File: config.mk
export PLATFORM = sky130hd
export DESIGN_NAME = serial_seconds_counter_rtc_flat
export DESIGN_NICKNAME = d
export VERILOG_FILES = /design/src/ssc_pkg.sv /design/src/ssc_if.sv /design/src/serial_seconds_counter_rtc.sv /design/src/ssc_cmd_dec.sv /design/src/ssc_core.sv /design/src/flat_wrapper.sv
export SDC_FILE = /design/constraint.sdc
export NUM_CORES = 1
export LEC_CHECK = 0
export BUFFER_PORTS_ARGS = -buffer_cell sky130_fd_sc_hd__buf_2
export CORE_ASPECT_RATIO = 0.7
export CORE_MARGIN = 3
export CORE_UTILIZATION = 55
export CTS_CLUSTER_SIZE = 10
export DETAILED_ROUTE_END_ITERATION = 8
export PLACE_DENSITY = 0.73
export SLEW_MARGIN = 25
export SYNTH_ARGS = -nofsm -noshare
export SYNTH_HDL_FRONTEND = slang
export SYNTH_SLANG_ARGS = --single-unit
File: constraint.sdc
create_clock -name clk -period 9.9 [get_ports clk]
set_input_delay 1.98 -clock clk [delete_from_list [all_inputs] [get_ports clk]]
set_output_delay 1.98 -clock clk [all_outputs]
set_load 0.05 [all_outputs]
File: src/ssc_pkg.sv
// shared types, constants and command codes of the serial seconds counter rtc
`default_nettype none

package ssc_pkg;

    localparam int unsigned CountWidth = 32;
    localparam int unsigned IndexWidth = 6;
    localparam int unsigned CmdBits    = 8;

    localparam logic [CmdBits-1:0] RW_MASK    = 8'hc1;
    localparam logic [CmdBits-1:0] READ_CODE  = 8'h81;
    localparam logic [CmdBits-1:0] LOAD_CODE0 = 8'h80;
    localparam logic [CmdBits-1:0] LOAD_CODE1 = 8'h40;
    localparam logic [CmdBits-1:0] NOP_CODE   = 8'h41;
    localparam logic [CmdBits-1:0] CLR_MASK   = 8'hc4;
    localparam logic [CmdBits-1:0] CLR_CODE   = 8'h04;

    localparam logic [IndexWidth-1:0] CMD_LAST  = IndexWidth'(CmdBits - 1);
    localparam logic [IndexWidth-1:0] WORD_LAST = IndexWidth'(CountWidth - 1);

    typedef enum logic [1:0] {
        CMD_NONE  = 2'd0,
        CMD_READ  = 2'd1,
        CMD_LOAD  = 2'd2,
        CMD_CLEAR = 2'd3
    } cmd_kind_t;

    typedef struct packed {
        logic second_tick;
        logic reset_level;
        logic clock_level;
        logic drive_data;
        logic data_in;
    } sample_t;

    typedef struct packed {
        logic    step;
        sample_t smp;
    } core_ctrl_t;

endpackage

`default_nettype wire

File: src/ssc_if.sv
// valid/ready channel interfaces for pin samples and data line results
`default_nettype none

interface ssc_sample_if;
    logic valid;
    logic ready;
    logic second_tick;
    logic reset_level;
    logic clock_level;
    logic drive_data;
    logic data_in;

    modport source (
        output valid, second_tick, reset_level, clock_level, drive_data, data_in,
        input  ready
    );
    modport sink (
        input  valid, second_tick, reset_level, clock_level, drive_data, data_in,
        output ready
    );
endinterface

interface ssc_result_if;
    logic valid;
    logic ready;
    logic data_out;

    modport source (
        output valid, data_out,
        input  ready
    );
    modport sink (
        input  valid, data_out,
        output ready
    );
endinterface

`default_nettype wire

File: src/serial_seconds_counter_rtc.sv
// top level of the three-wire serial rtc with a 32-bit seconds counter
`default_nettype none

// Takes one pin sample per clock while not stalled and returns one data
// line beat per sample. A sample is held in an input register, runs through
// the single-pass next-state logic of the core, and its data line level
// lands in the result register, from which the beat is offered once the
// core has stepped on that sample. With result ready held
// high a new sample is accepted every clock. While a result beat is stalled
// the input register can still take one sample, then the input stalls too.
// Write epoch_base only while no sample is in flight.
module serial_seconds_counter_rtc (
    input  wire logic                           clk,
    input  wire logic                           rst_n,
    ssc_sample_if.sink                          sample,
    ssc_result_if.source                        result,
    input  wire logic                           cfg_wr_en,
    input  wire logic [ssc_pkg::CountWidth-1:0] cfg_wr_data
);

    logic                           in_valid_reg;
    ssc_pkg::sample_t               in_data_reg;
    logic                           out_valid_reg;
    logic                           out_data_reg;
    logic [ssc_pkg::CountWidth-1:0] base_reg;

    logic                           advance;
    logic                           take_in;
    logic                           line_next;
    ssc_pkg::core_ctrl_t            ctrl;

    assign advance      = in_valid_reg && (!out_valid_reg || result.ready);
    assign sample.ready = !in_valid_reg || advance;
    assign take_in      = sample.valid && sample.ready;

    assign ctrl.step = advance;
    assign ctrl.smp  = in_data_reg;

    ssc_core u_core (
        .clk        (clk),
        .rst_n      (rst_n),
        .ctrl       (ctrl),
        .epoch_base (base_reg),
        .line_next  (line_next)
    );

    always_ff @(posedge clk or negedge rst_n)
    begin
        if (!rst_n)
        begin
            in_valid_reg  <= 1'b0;
            out_valid_reg <= 1'b0;
            base_reg      <= '0;
        end
        else
        begin
            if (sample.ready)
            begin
                in_valid_reg <= sample.valid;
            end
            if (advance)
            begin
                out_valid_reg <= 1'b1;
            end
            else if (result.ready)
            begin
                out_valid_reg <= 1'b0;
            end
            if (cfg_wr_en)
            begin
                base_reg <= cfg_wr_data;
            end
        end
    end

    // payload registers
    always_ff @(posedge clk)
    begin
        if (take_in)
        begin
            in_data_reg.second_tick <= sample.second_tick;
            in_data_reg.reset_level <= sample.reset_level;
            in_data_reg.clock_level <= sample.clock_level;
            in_data_reg.drive_data  <= sample.drive_data;
            in_data_reg.data_in     <= sample.data_in;
        end
        if (advance)
        begin
            out_data_reg <= line_next;
        end
    end

    assign result.valid    = out_valid_reg;
    assign result.data_out = out_data_reg;

endmodule

`default_nettype wire

File: src/ssc_cmd_dec.sv
// command byte decoder
`default_nettype none

module ssc_cmd_dec (
    input  wire logic [ssc_pkg::CmdBits-1:0] cmd,
    output ssc_pkg::cmd_kind_t               kind
);

    logic [ssc_pkg::CmdBits-1:0] rw_bits;
    logic [ssc_pkg::CmdBits-1:0] clr_bits;

    assign rw_bits  = cmd & ssc_pkg::RW_MASK;
    assign clr_bits = cmd & ssc_pkg::CLR_MASK;

    always_comb
    begin
        if (rw_bits == ssc_pkg::READ_CODE)
        begin
            kind = ssc_pkg::CMD_READ;
        end
        else if (rw_bits == ssc_pkg::LOAD_CODE0 || rw_bits == ssc_pkg::LOAD_CODE1)
        begin
            kind = ssc_pkg::CMD_LOAD;
        end
        else if (rw_bits == ssc_pkg::NOP_CODE)
        begin
            kind = ssc_pkg::CMD_NONE;
        end
        else if (clr_bits == ssc_pkg::CLR_CODE)
        begin
            kind = ssc_pkg::CMD_CLEAR;
        end
        else
        begin
            kind = ssc_pkg::CMD_NONE;
        end
    end

endmodule

`default_nettype wire

File: src/ssc_core.sv
// counter, serial shift state and next-state logic for one pin sample
`default_nettype none

module ssc_core (
    input  wire logic                              clk,
    input  wire logic                              rst_n,
    input  wire ssc_pkg::core_ctrl_t               ctrl,
    input  wire logic [ssc_pkg::CountWidth-1:0]    epoch_base,
    output logic                                   line_next
);

    typedef enum logic [1:0] {
        PH_IDLE = 2'd0,
        PH_CMD  = 2'd1,
        PH_READ = 2'd2,
        PH_LOAD = 2'd3
    } phase_t;

    logic [ssc_pkg::CountWidth-1:0] count_reg, count_next;
    logic [ssc_pkg::CountWidth-1:0] shift_reg, shift_next;
    logic [ssc_pkg::IndexWidth-1:0] index_reg, index_next;
    phase_t                         phase_reg, phase_next;
    logic                           last_rst_reg, last_rst_next;
    logic                           last_sck_reg, last_sck_next;
    logic                           line_reg;

    logic                           line_mid;
    logic [ssc_pkg::CmdBits-1:0]    cmd_byte;
    ssc_pkg::cmd_kind_t             cmd_kind;

    // command byte as it stands once the eighth bit is shifted in
    assign line_mid = ctrl.smp.drive_data ? ctrl.smp.data_in : line_reg;
    assign cmd_byte = {line_mid, shift_reg[ssc_pkg::CmdBits-2:0]};

    ssc_cmd_dec u_dec (
        .cmd  (cmd_byte),
        .kind (cmd_kind)
    );

    always_comb
    begin
        count_next    = count_reg;
        shift_next    = shift_reg;
        index_next    = index_reg;
        phase_next    = phase_reg;
        last_rst_next = last_rst_reg;
        last_sck_next = last_sck_reg;
        line_next     = line_reg;

        if (ctrl.smp.second_tick)
        begin
            count_next = count_next + 1'b1;
        end

        if (ctrl.smp.reset_level != last_rst_reg)
        begin
            if (ctrl.smp.reset_level)
            begin
                phase_next = PH_CMD;
                index_next = '0;
                shift_next = '0;
            end
            else
            begin
                phase_next = PH_IDLE;
            end
            last_rst_next = ctrl.smp.reset_level;
        end

        line_next = line_mid;

        if (ctrl.smp.clock_level != last_sck_reg)
        begin
            last_sck_next = ctrl.smp.clock_level;
            if (ctrl.smp.clock_level)
            begin
                unique case (phase_next)
                    PH_CMD:
                    begin
                        shift_next[index_next[2:0]] = shift_next[index_next[2:0]] | line_next;
                        if (index_next == ssc_pkg::CMD_LAST)
                        begin
                            case (cmd_kind)
                                ssc_pkg::CMD_READ:
                                begin
                                    phase_next = PH_READ;
                                    shift_next = count_next - epoch_base;
                                    index_next = '0;
                                end
                                ssc_pkg::CMD_LOAD:
                                begin
                                    phase_next = PH_LOAD;
                                    shift_next = '0;
                                    index_next = '0;
                                end
                                ssc_pkg::CMD_CLEAR:
                                begin
                                    count_next = '0;
                                    phase_next = PH_IDLE;
                                    index_next = index_next + 1'b1;
                                end
                                default:
                                begin
                                    phase_next = PH_IDLE;
                                    index_next = index_next + 1'b1;
                                end
                            endcase
                        end
                        else
                        begin
                            index_next = index_next + 1'b1;
                        end
                    end
                    PH_LOAD:
                    begin
                        shift_next[index_next[4:0]] = shift_next[index_next[4:0]] | line_next;
                        if (index_next == ssc_pkg::WORD_LAST)
                        begin
                            count_next = shift_next;
                            phase_next = PH_IDLE;
                        end
                        index_next = index_next + 1'b1;
                    end
                    default:
                    begin
                    end
                endcase
            end
            else if (phase_next == PH_READ)
            begin
                line_next = shift_next[index_next[4:0]];
                if (index_next == ssc_pkg::WORD_LAST)
                begin
                    phase_next = PH_IDLE;
                end
                index_next = index_next + 1'b1;
            end
        end
    end

    always_ff @(posedge clk or negedge rst_n)
    begin
        if (!rst_n)
        begin
            count_reg    <= '0;
            shift_reg    <= '0;
            index_reg    <= '0;
            phase_reg    <= PH_IDLE;
            last_rst_reg <= 1'b1;
            last_sck_reg <= 1'b1;
            line_reg     <= 1'b1;
        end
        else if (ctrl.step)
        begin
            count_reg    <= count_next;
            shift_reg    <= shift_next;
            index_reg    <= index_next;
            phase_reg    <= phase_next;
            last_rst_reg <= last_rst_next;
            last_sck_reg <= last_sck_next;
            line_reg     <= line_next;
        end
    end

endmodule

`default_nettype wire

File: src/flat_wrapper.sv
// flat-port wrapper written by rule: the top's interface ports become plain ports
module serial_seconds_counter_rtc_flat 
  (clk, rst_n, cfg_wr_en, cfg_wr_data, sample_valid, sample_second_tick, sample_reset_level, sample_clock_level, sample_drive_data, sample_data_in, sample_ready, result_valid, result_data_out, result_ready);
  ssc_sample_if sample_i ();
  ssc_result_if result_i ();
  input  wire logic clk;
  input  wire logic rst_n;
  input  wire logic cfg_wr_en;
  input  wire logic [ssc_pkg::CountWidth-1:0] cfg_wr_data;
  input wire logic [$bits(sample_i.valid)-1:0] sample_valid;
  input wire logic [$bits(sample_i.second_tick)-1:0] sample_second_tick;
  input wire logic [$bits(sample_i.reset_level)-1:0] sample_reset_level;
  input wire logic [$bits(sample_i.clock_level)-1:0] sample_clock_level;
  input wire logic [$bits(sample_i.drive_data)-1:0] sample_drive_data;
  input wire logic [$bits(sample_i.data_in)-1:0] sample_data_in;
  output wire logic [$bits(sample_i.ready)-1:0] sample_ready;
  output wire logic [$bits(result_i.valid)-1:0] result_valid;
  output wire logic [$bits(result_i.data_out)-1:0] result_data_out;
  input wire logic [$bits(result_i.ready)-1:0] result_ready;
  assign sample_i.valid = sample_valid;
  assign sample_i.second_tick = sample_second_tick;
  assign sample_i.reset_level = sample_reset_level;
  assign sample_i.clock_level = sample_clock_level;
  assign sample_i.drive_data = sample_drive_data;
  assign sample_i.data_in = sample_data_in;
  assign sample_ready = sample_i.ready;
  assign result_valid = result_i.valid;
  assign result_data_out = result_i.data_out;
  assign result_i.ready = result_ready;
  serial_seconds_counter_rtc u_core (.clk(clk), .rst_n(rst_n), .sample(sample_i), .result(result_i), .cfg_wr_en(cfg_wr_en), .cfg_wr_data(cfg_wr_data));
endmodule
# After elaboration in Yosys (flattened, before gate mapping)
# Index checks and enable logic that the tools add are counted.
dict set report totals {
  reg_bits 115
  output_inout_bits 3
}
dict set report op_classes {
  add_sub_neg 3
  magnitude_cmp 4
  n_eq_ne 15
  n_mux 51
  n_bitwise 2
  reduce_logical 13
}
# op n
set op_table {}
lappend op_table {{32-bit 2-to-1 mux} 11}
lappend op_table {{32-bit one-hot mux with 2 select lines} 3}
lappend op_table {{32-bit bitwise mux} 2}
lappend op_table {{6-bit 2-to-1 mux} 7}
lappend op_table {{32-bit by 1-bit adder with 32-bit output (second input constant)} 1}
lappend op_table {{32-bit subtractor} 1}
lappend op_table {{2-bit 2-to-1 mux} 10}
lappend op_table {{6-bit one-hot mux with 2 select lines} 1}
lappend op_table {{1-bit 2-to-1 mux} 11}
lappend op_table {{2-bit equality test (second input constant)} 4}
lappend op_table {{2-bit one-hot mux with 2 select lines} 2}
lappend op_table {{6-bit by 1-bit adder with 6-bit output (second input constant)} 1}
lappend op_table {{3-bit by 2-bit equality test with 1-bit output (second input constant)} 2}
lappend op_table {{3-bit equality test (second input constant)} 2}
lappend op_table {{6-bit by 3-bit equality test with 1-bit output (second input constant)} 1}
lappend op_table {{6-bit by 5-bit equality test with 1-bit output (second input constant)} 1}
lappend op_table {{3-bit by 6-bit < comparator with 1-bit output (second input constant)} 1}
lappend op_table {{5-bit by 6-bit < comparator with 1-bit output (second input constant)} 1}
lappend op_table {{1-bit binary-select mux with 5-bit select} 1}
lappend op_table {{1-bit demux with 5-bit select} 1}
lappend op_table {{5-bit by 1-bit greater-or-equal comparator with 1-bit output (second input constant)} 1}
lappend op_table {{2-bit by 1-bit equality test with 1-bit output (second input constant)} 2}
lappend op_table {{1-bit logical AND} 4}
lappend op_table {{2-bit AND reduction} 2}
lappend op_table {{other kinds (10)} 15}

# Longest topological paths before layout
dict set report depth {
  depth_word 13
  ltp_mapped 18
}

# Modules after synthesis
# From an unflattened synthesis, not the netlist that was laid out.
dict set report unflattened {
  cells_unflattened 1149
  area_unflattened_um2 9560.4
}
# mod instances cells_per_inst area_each_um2 seq_area_each_um2
set modules_own_cells {}
lappend modules_own_cells {ssc_core 1 1061 7906.3 1880.6}
lappend modules_own_cells {serial_seconds_counter_rtc 1 82 1614.0 1031.0}
lappend modules_own_cells {ssc_cmd_dec 1 6 40.0 0.0}

# Worst setup path before layout
# No wires, ideal clock.
dict set report synth_timing {
  path_type {in2out}
  startpoint {in result_ready}
  endpoint {out sample_ready}
  t_arrival_ns 2.463
  setup_slack_ns 5.457
  path_stages 1
  n_path_buf 0
  path_cell_list {nand3b_1}
}
dict set report synth_via {
  elab_chain_len 3
}
# element line
set synth_rtl {}
lappend synth_rtl {{start, declared} flat_wrapper.sv:19} ;# input wire logic [$bits(result_i.ready)-1:0] result_ready;
lappend synth_rtl {{1-bit logical OR} serial_seconds_counter_rtc.sv:32} ;# assign advance = in_valid_reg && (!out_valid_reg || result.ready);
lappend synth_rtl {{1-bit logical AND} serial_seconds_counter_rtc.sv:32}
lappend synth_rtl {{1-bit logical OR} serial_seconds_counter_rtc.sv:33} ;# assign sample.ready = !in_valid_reg || advance;
lappend synth_rtl {{end, declared} flat_wrapper.sv:16} ;# output wire logic [$bits(sample_i.ready)-1:0] sample_ready;
# No other way between the ends.

# Final worst setup path
dict set report layout_timing {
  startpoint {reg u_core.u_core.last_rst_reg}
  endpoint {reg u_core.u_core.shift_reg[31] (netlist bit)}
}
dict set report layout_via {
  elab_chain_len 11
  word_cells_on_any_way 25
  cone_classes {order compare: 2; eq/ne: 4; mux: 16; bitwise: 2; reduce/logical: 1}
}
# element line
set layout_rtl {}
lappend layout_rtl {{start, declared} ssc_core.sv:23} ;# logic last_rst_reg, last_rst_next;
lappend layout_rtl {{start signal, assigned} ssc_core.sv:159} ;# last_rst_reg <= last_rst_next;
lappend layout_rtl {{1-bit inequality test *} ssc_core.sv:55} ;# if (ctrl.smp.reset_level != last_rst_reg)
lappend layout_rtl {{branches (longest 9 deep; another with 5-bit by 6-bit < comparator with 1-bit output)} n/a}
lappend layout_rtl {{32-bit 2-to-1 mux *} ssc_core.sv:72} ;# if (ctrl.smp.clock_level != last_sck_reg)
lappend layout_rtl {{end signal, assigned} ssc_core.sv:156} ;# shift_reg <= shift_next;
lappend layout_rtl {{end, declared} ssc_core.sv:20} ;# logic [ssc_pkg::CountWidth-1:0] shift_reg, shift_next;
# Mark *: on every way between the ends. The select of a mux whose other input is x is not followed.
# A chain may end at the register's enable or synchronous reset.

==> flow_metrics.env <==
export IMPL_gp_congestion=0.987
export IMPL_synthMuxAreaShare=0.0331
export IMPL_synthDistinctLibCells=87
export IMPL_yosysTopAreaCell="dfrtp_1"
export IMPL_ys_ff_latch=115
export IMPL_design_area_mm2=0.0103
export IMPL_arrival_ns=5.70
export IMPL_seq_area_frac_synth=0.308
export IMPL_synth_xor_area_frac=0.0555
export IMPL_totalWireLength_mm=31.2
export IMPL_clock_sinks=115
export IMPL_postCtsSetupRepairBufs=0
export IMPL_syn_num_nets=1270
export IMPL_port_buffer_count=44
export IMPL_netlist_area_mm2=0.00946
export IMPL_synthAdderAreaFrac=0.0497
export IMPL_dp_hpwl_mm=22.1
export IMPL_grt_usage=0.334
export IMPL_grt_pass1_wl_mm=49.0
export IMPL_post_route_min_period_ns=5.37
export IMPL_synth_top_cell_area_share=0.280
export IMPL_ir_drop_mv=0.214
export IMPL_synthSimpleGateAreaFrac=0.215
export IMPL_viasPerCell=6.66
export IMPL_antenna_found_initial=0
export IMPL_syn_inst=1191
export IMPL_start_kind="flip-flop"
export IMPL_clock_skew_ns=0.00969
export IMPL_nets=1271
export IMPL_detail_route_antenna_nets=0
export IMPL_drive_gt1_frac=0.101
export IMPL_syn2layout_area_growth_pct=8.50
export IMPL_synth_edf_count=6
export IMPL_cts_clk_slew_worst_paths_ns=0.06
export IMPL_wl_per_cell_um=21.8
export IMPL_worst_slew_pin_slew_ns=1.12
export IMPL_cts_hold_buf=0
export IMPL_p_per_area_mw_per_mm2=215
export IMPL_cp_max_fo=52
export IMPL_grt_start_max_net_pins=63
export IMPL_fp_dieW_um=163
export IMPL_worst_slew_margin_rel=0.253
export IMPL_cts_tree="yes"
export IMPL_core_area_mm2=0.0166
export IMPL_overflow=0
export IMPL_cp_required_ns=10.23
export IMPL_yosys_warnings=0
export IMPL_post_cts_resized=0
export IMPL_cts_buffers=17
export IMPL_outcome="completed"
export IMPL_cp_slowest_cell="nor2_1"
export IMPL_rsz0062_at_grt="false"
export IMPL_finalCritPeriodShare=0.542
export IMPL_dieArea_mm2=0.0188
export IMPL_synthTopCellsByArea="dfrtp_1 28%, nand2_1 6.5%, a21oi_1 6.1%"
export IMPL_drc=0
export IMPL_synth_compound_area_frac=0.285
export IMPL_fin_tns_setup_ns=0
export IMPL_synthFlopType="dfrtp_1"
export IMPL_cp_end_kind="flip-flop"
export IMPL_start_util=0.570
export IMPL_firstDrtPassIters=6
export IMPL_clkLatencyLatePin_ns=0.43
export IMPL_maxSlewViolCount=0
export IMPL_drt_initial_drc_count=1342
export IMPL_placed_area_mm2=0.00973
export IMPL_std_cell_rows=39
export IMPL_yosys_top_cells_count="165 x nand2_1, 116 x a21oi_1, 106 x dfrtp_1"
export IMPL_dp_cells=1398
export IMPL_die_y_um=116
export IMPL_worstPathCellList="nand2b_2 > buf_4 > nand2_1 > inv_1 > ha_1 > or3b_1 > nor4_4 > nand3_1 > nor2_1 > nand2_1 > o22a_1 > o211ai_1"
export IMPL_cap_violations=0
export IMPL_cpPeakStageDelay_ns=0.98
export IMPL_yosysMostFrequentCell="nand2_1"
export IMPL_vias=9516
export IMPL_synth_top_family_by_area="compound AO/OA/AOI/OAI gates"
export IMPL_htree_levels=4
export IMPL_antenna_cells=0
export IMPL_finalNonFillerCells=1429
export IMPL_cts_root_buf="clkbuf_16"
export IMPL_crit_type="reg -> reg"
export IMPL_p_total_mw=2.21
export IMPL_pin_count=45
export IMPL_crit_top_cell="nand2_1"
export IMPL_power_leakage_nw=4.30
export IMPL_hold_viol=0
export IMPL_hold_path_class="reg -> reg"
export IMPL_syn_avg_cell_area_um2=7.94
export IMPL_postSynth_asyncResetShare=0.948
export IMPL_cts_max_path_buffers=2
export IMPL_setup_viol=0
export IMPL_grt_pass1_vias=8625
export IMPL_max_freq_ghz=0.186
[layout by cell type (no fill, tap or decap), types with 13 or more instances in the layout]
master,synthesis,routed
nand2_1,165,164
a21oi_1,116,116
dfrtp_1,106,106
o21ai_0,97,97
nor2_1,73,73
inv_1,45,45
buf_2,18,43
nand3_1,40,40
xnor2_1,37,37
ha_1,36,36
a31oi_1,34,34
and3_1,26,26
nor3_1,24,24
xor2_1,23,23
a22oi_1,19,19
a21o_1,18,18
clkbuf_16,0,17
mux2i_1,14,14
o21a_1,14,14
nand4_1,13,13
buf_4,0,13
[through the flow]
| step | setup slack, ns | hold WS (ns) | util |
|---|---|---|---|
| 6_report | 4.53 | 0.471 | 0.619 |
| 5_1_grt | 4.26 | 0.484 | 0.619 |
| 4_1_cts | 4.74 | 0.473 | 0.618 |
| 3_5_place_dp | 4.76 | 0.464 | 0.586 |
| 3_3_place_gp | 4.82 | 0.460 | 0.586 |
| 2_1_floorplan | 5.46 | 0.445 | - |
[per-layer routing]
layer	vias up	part of all wire	wire, um	track usage
li1	4375	-	-	-
met4	0	0.023	728	0.101
met2	611	0.40	12400	0.454
met1	4446	0.44	13700	0.487
met5	-	0	0	0
met3	84	0.14	4310	0.133
[power by group]
group          leakage (nW)  total (mW)  internal, mW  switching (mW)
Combinational          2.60       0.993         0.350           0.643
Sequential             1.45       0.653         0.540           0.113
Clock                 0.264       0.566         0.343           0.223
[final timing paths]
| kind | from | to | slack [ns] | cells past startpoint |
|---|---|---|---|---|
| min | u_core.u_core.line_reg$_DFFE_PN1P_ | u_core.u_core.line_reg$_DFFE_PN1P_ | 0.47 | 2 |
| max | u_core.u_core.last_rst_reg$_DFFE_PN1P_ | u_core.u_core.shift_reg[31]$_DFFE_PN0P_ | 4.53 | 12 |
| min in group asynchronous | rst_n | u_core.base_reg[13]$_DFFE_PN0P_ | 1.61 | 1 |
| max reg2reg | u_core.u_core.last_rst_reg$_DFFE_PN1P_ | u_core.u_core.shift_reg[31]$_DFFE_PN0P_ | 4.53 | 12 |
| min reg2reg | u_core.u_core.line_reg$_DFFE_PN1P_ | u_core.u_core.line_reg$_DFFE_PN1P_ | 0.47 | 2 |
| max in group asynchronous | rst_n | u_core.u_core.shift_reg[3]$_DFFE_PN0P_ | 7.05 | 2 |
[cells by family (layout without fill, tap and decap cells)]
kind of cell	Yosys count	in the layout
xor gates and xnor gates	60	60
AOI/OAI and AO/OA	420	420
and+or+nand+nor	415	415
buffers and inverters	119	132
adders and majority gates	37	37
DFF	115	115
muxes	25	25
[layout make-up]
cell class / count / area, um^2
flip-flops and latches: 115 / 2910
well taps: 225 / 282
repair buffers: 56 / 313
clock inverters: 5 / 26.3
clock buffers: 26 / 499
fillers: 1486 / 6330
multi-input cells: 957 / 6060
inverters: 45 / 169
[worst max-delay path: cells and delay by family (launching register included)]
kind | cells | cell delay [ns]
compound gates | 2 | 0.35
flops | 1 | 0.58
simple gates | 7 | 2.94
buf+inv | 2 | 0.65
fa+ha+maj | 1 | 0.73
Power figures use the tool's default switching activity.
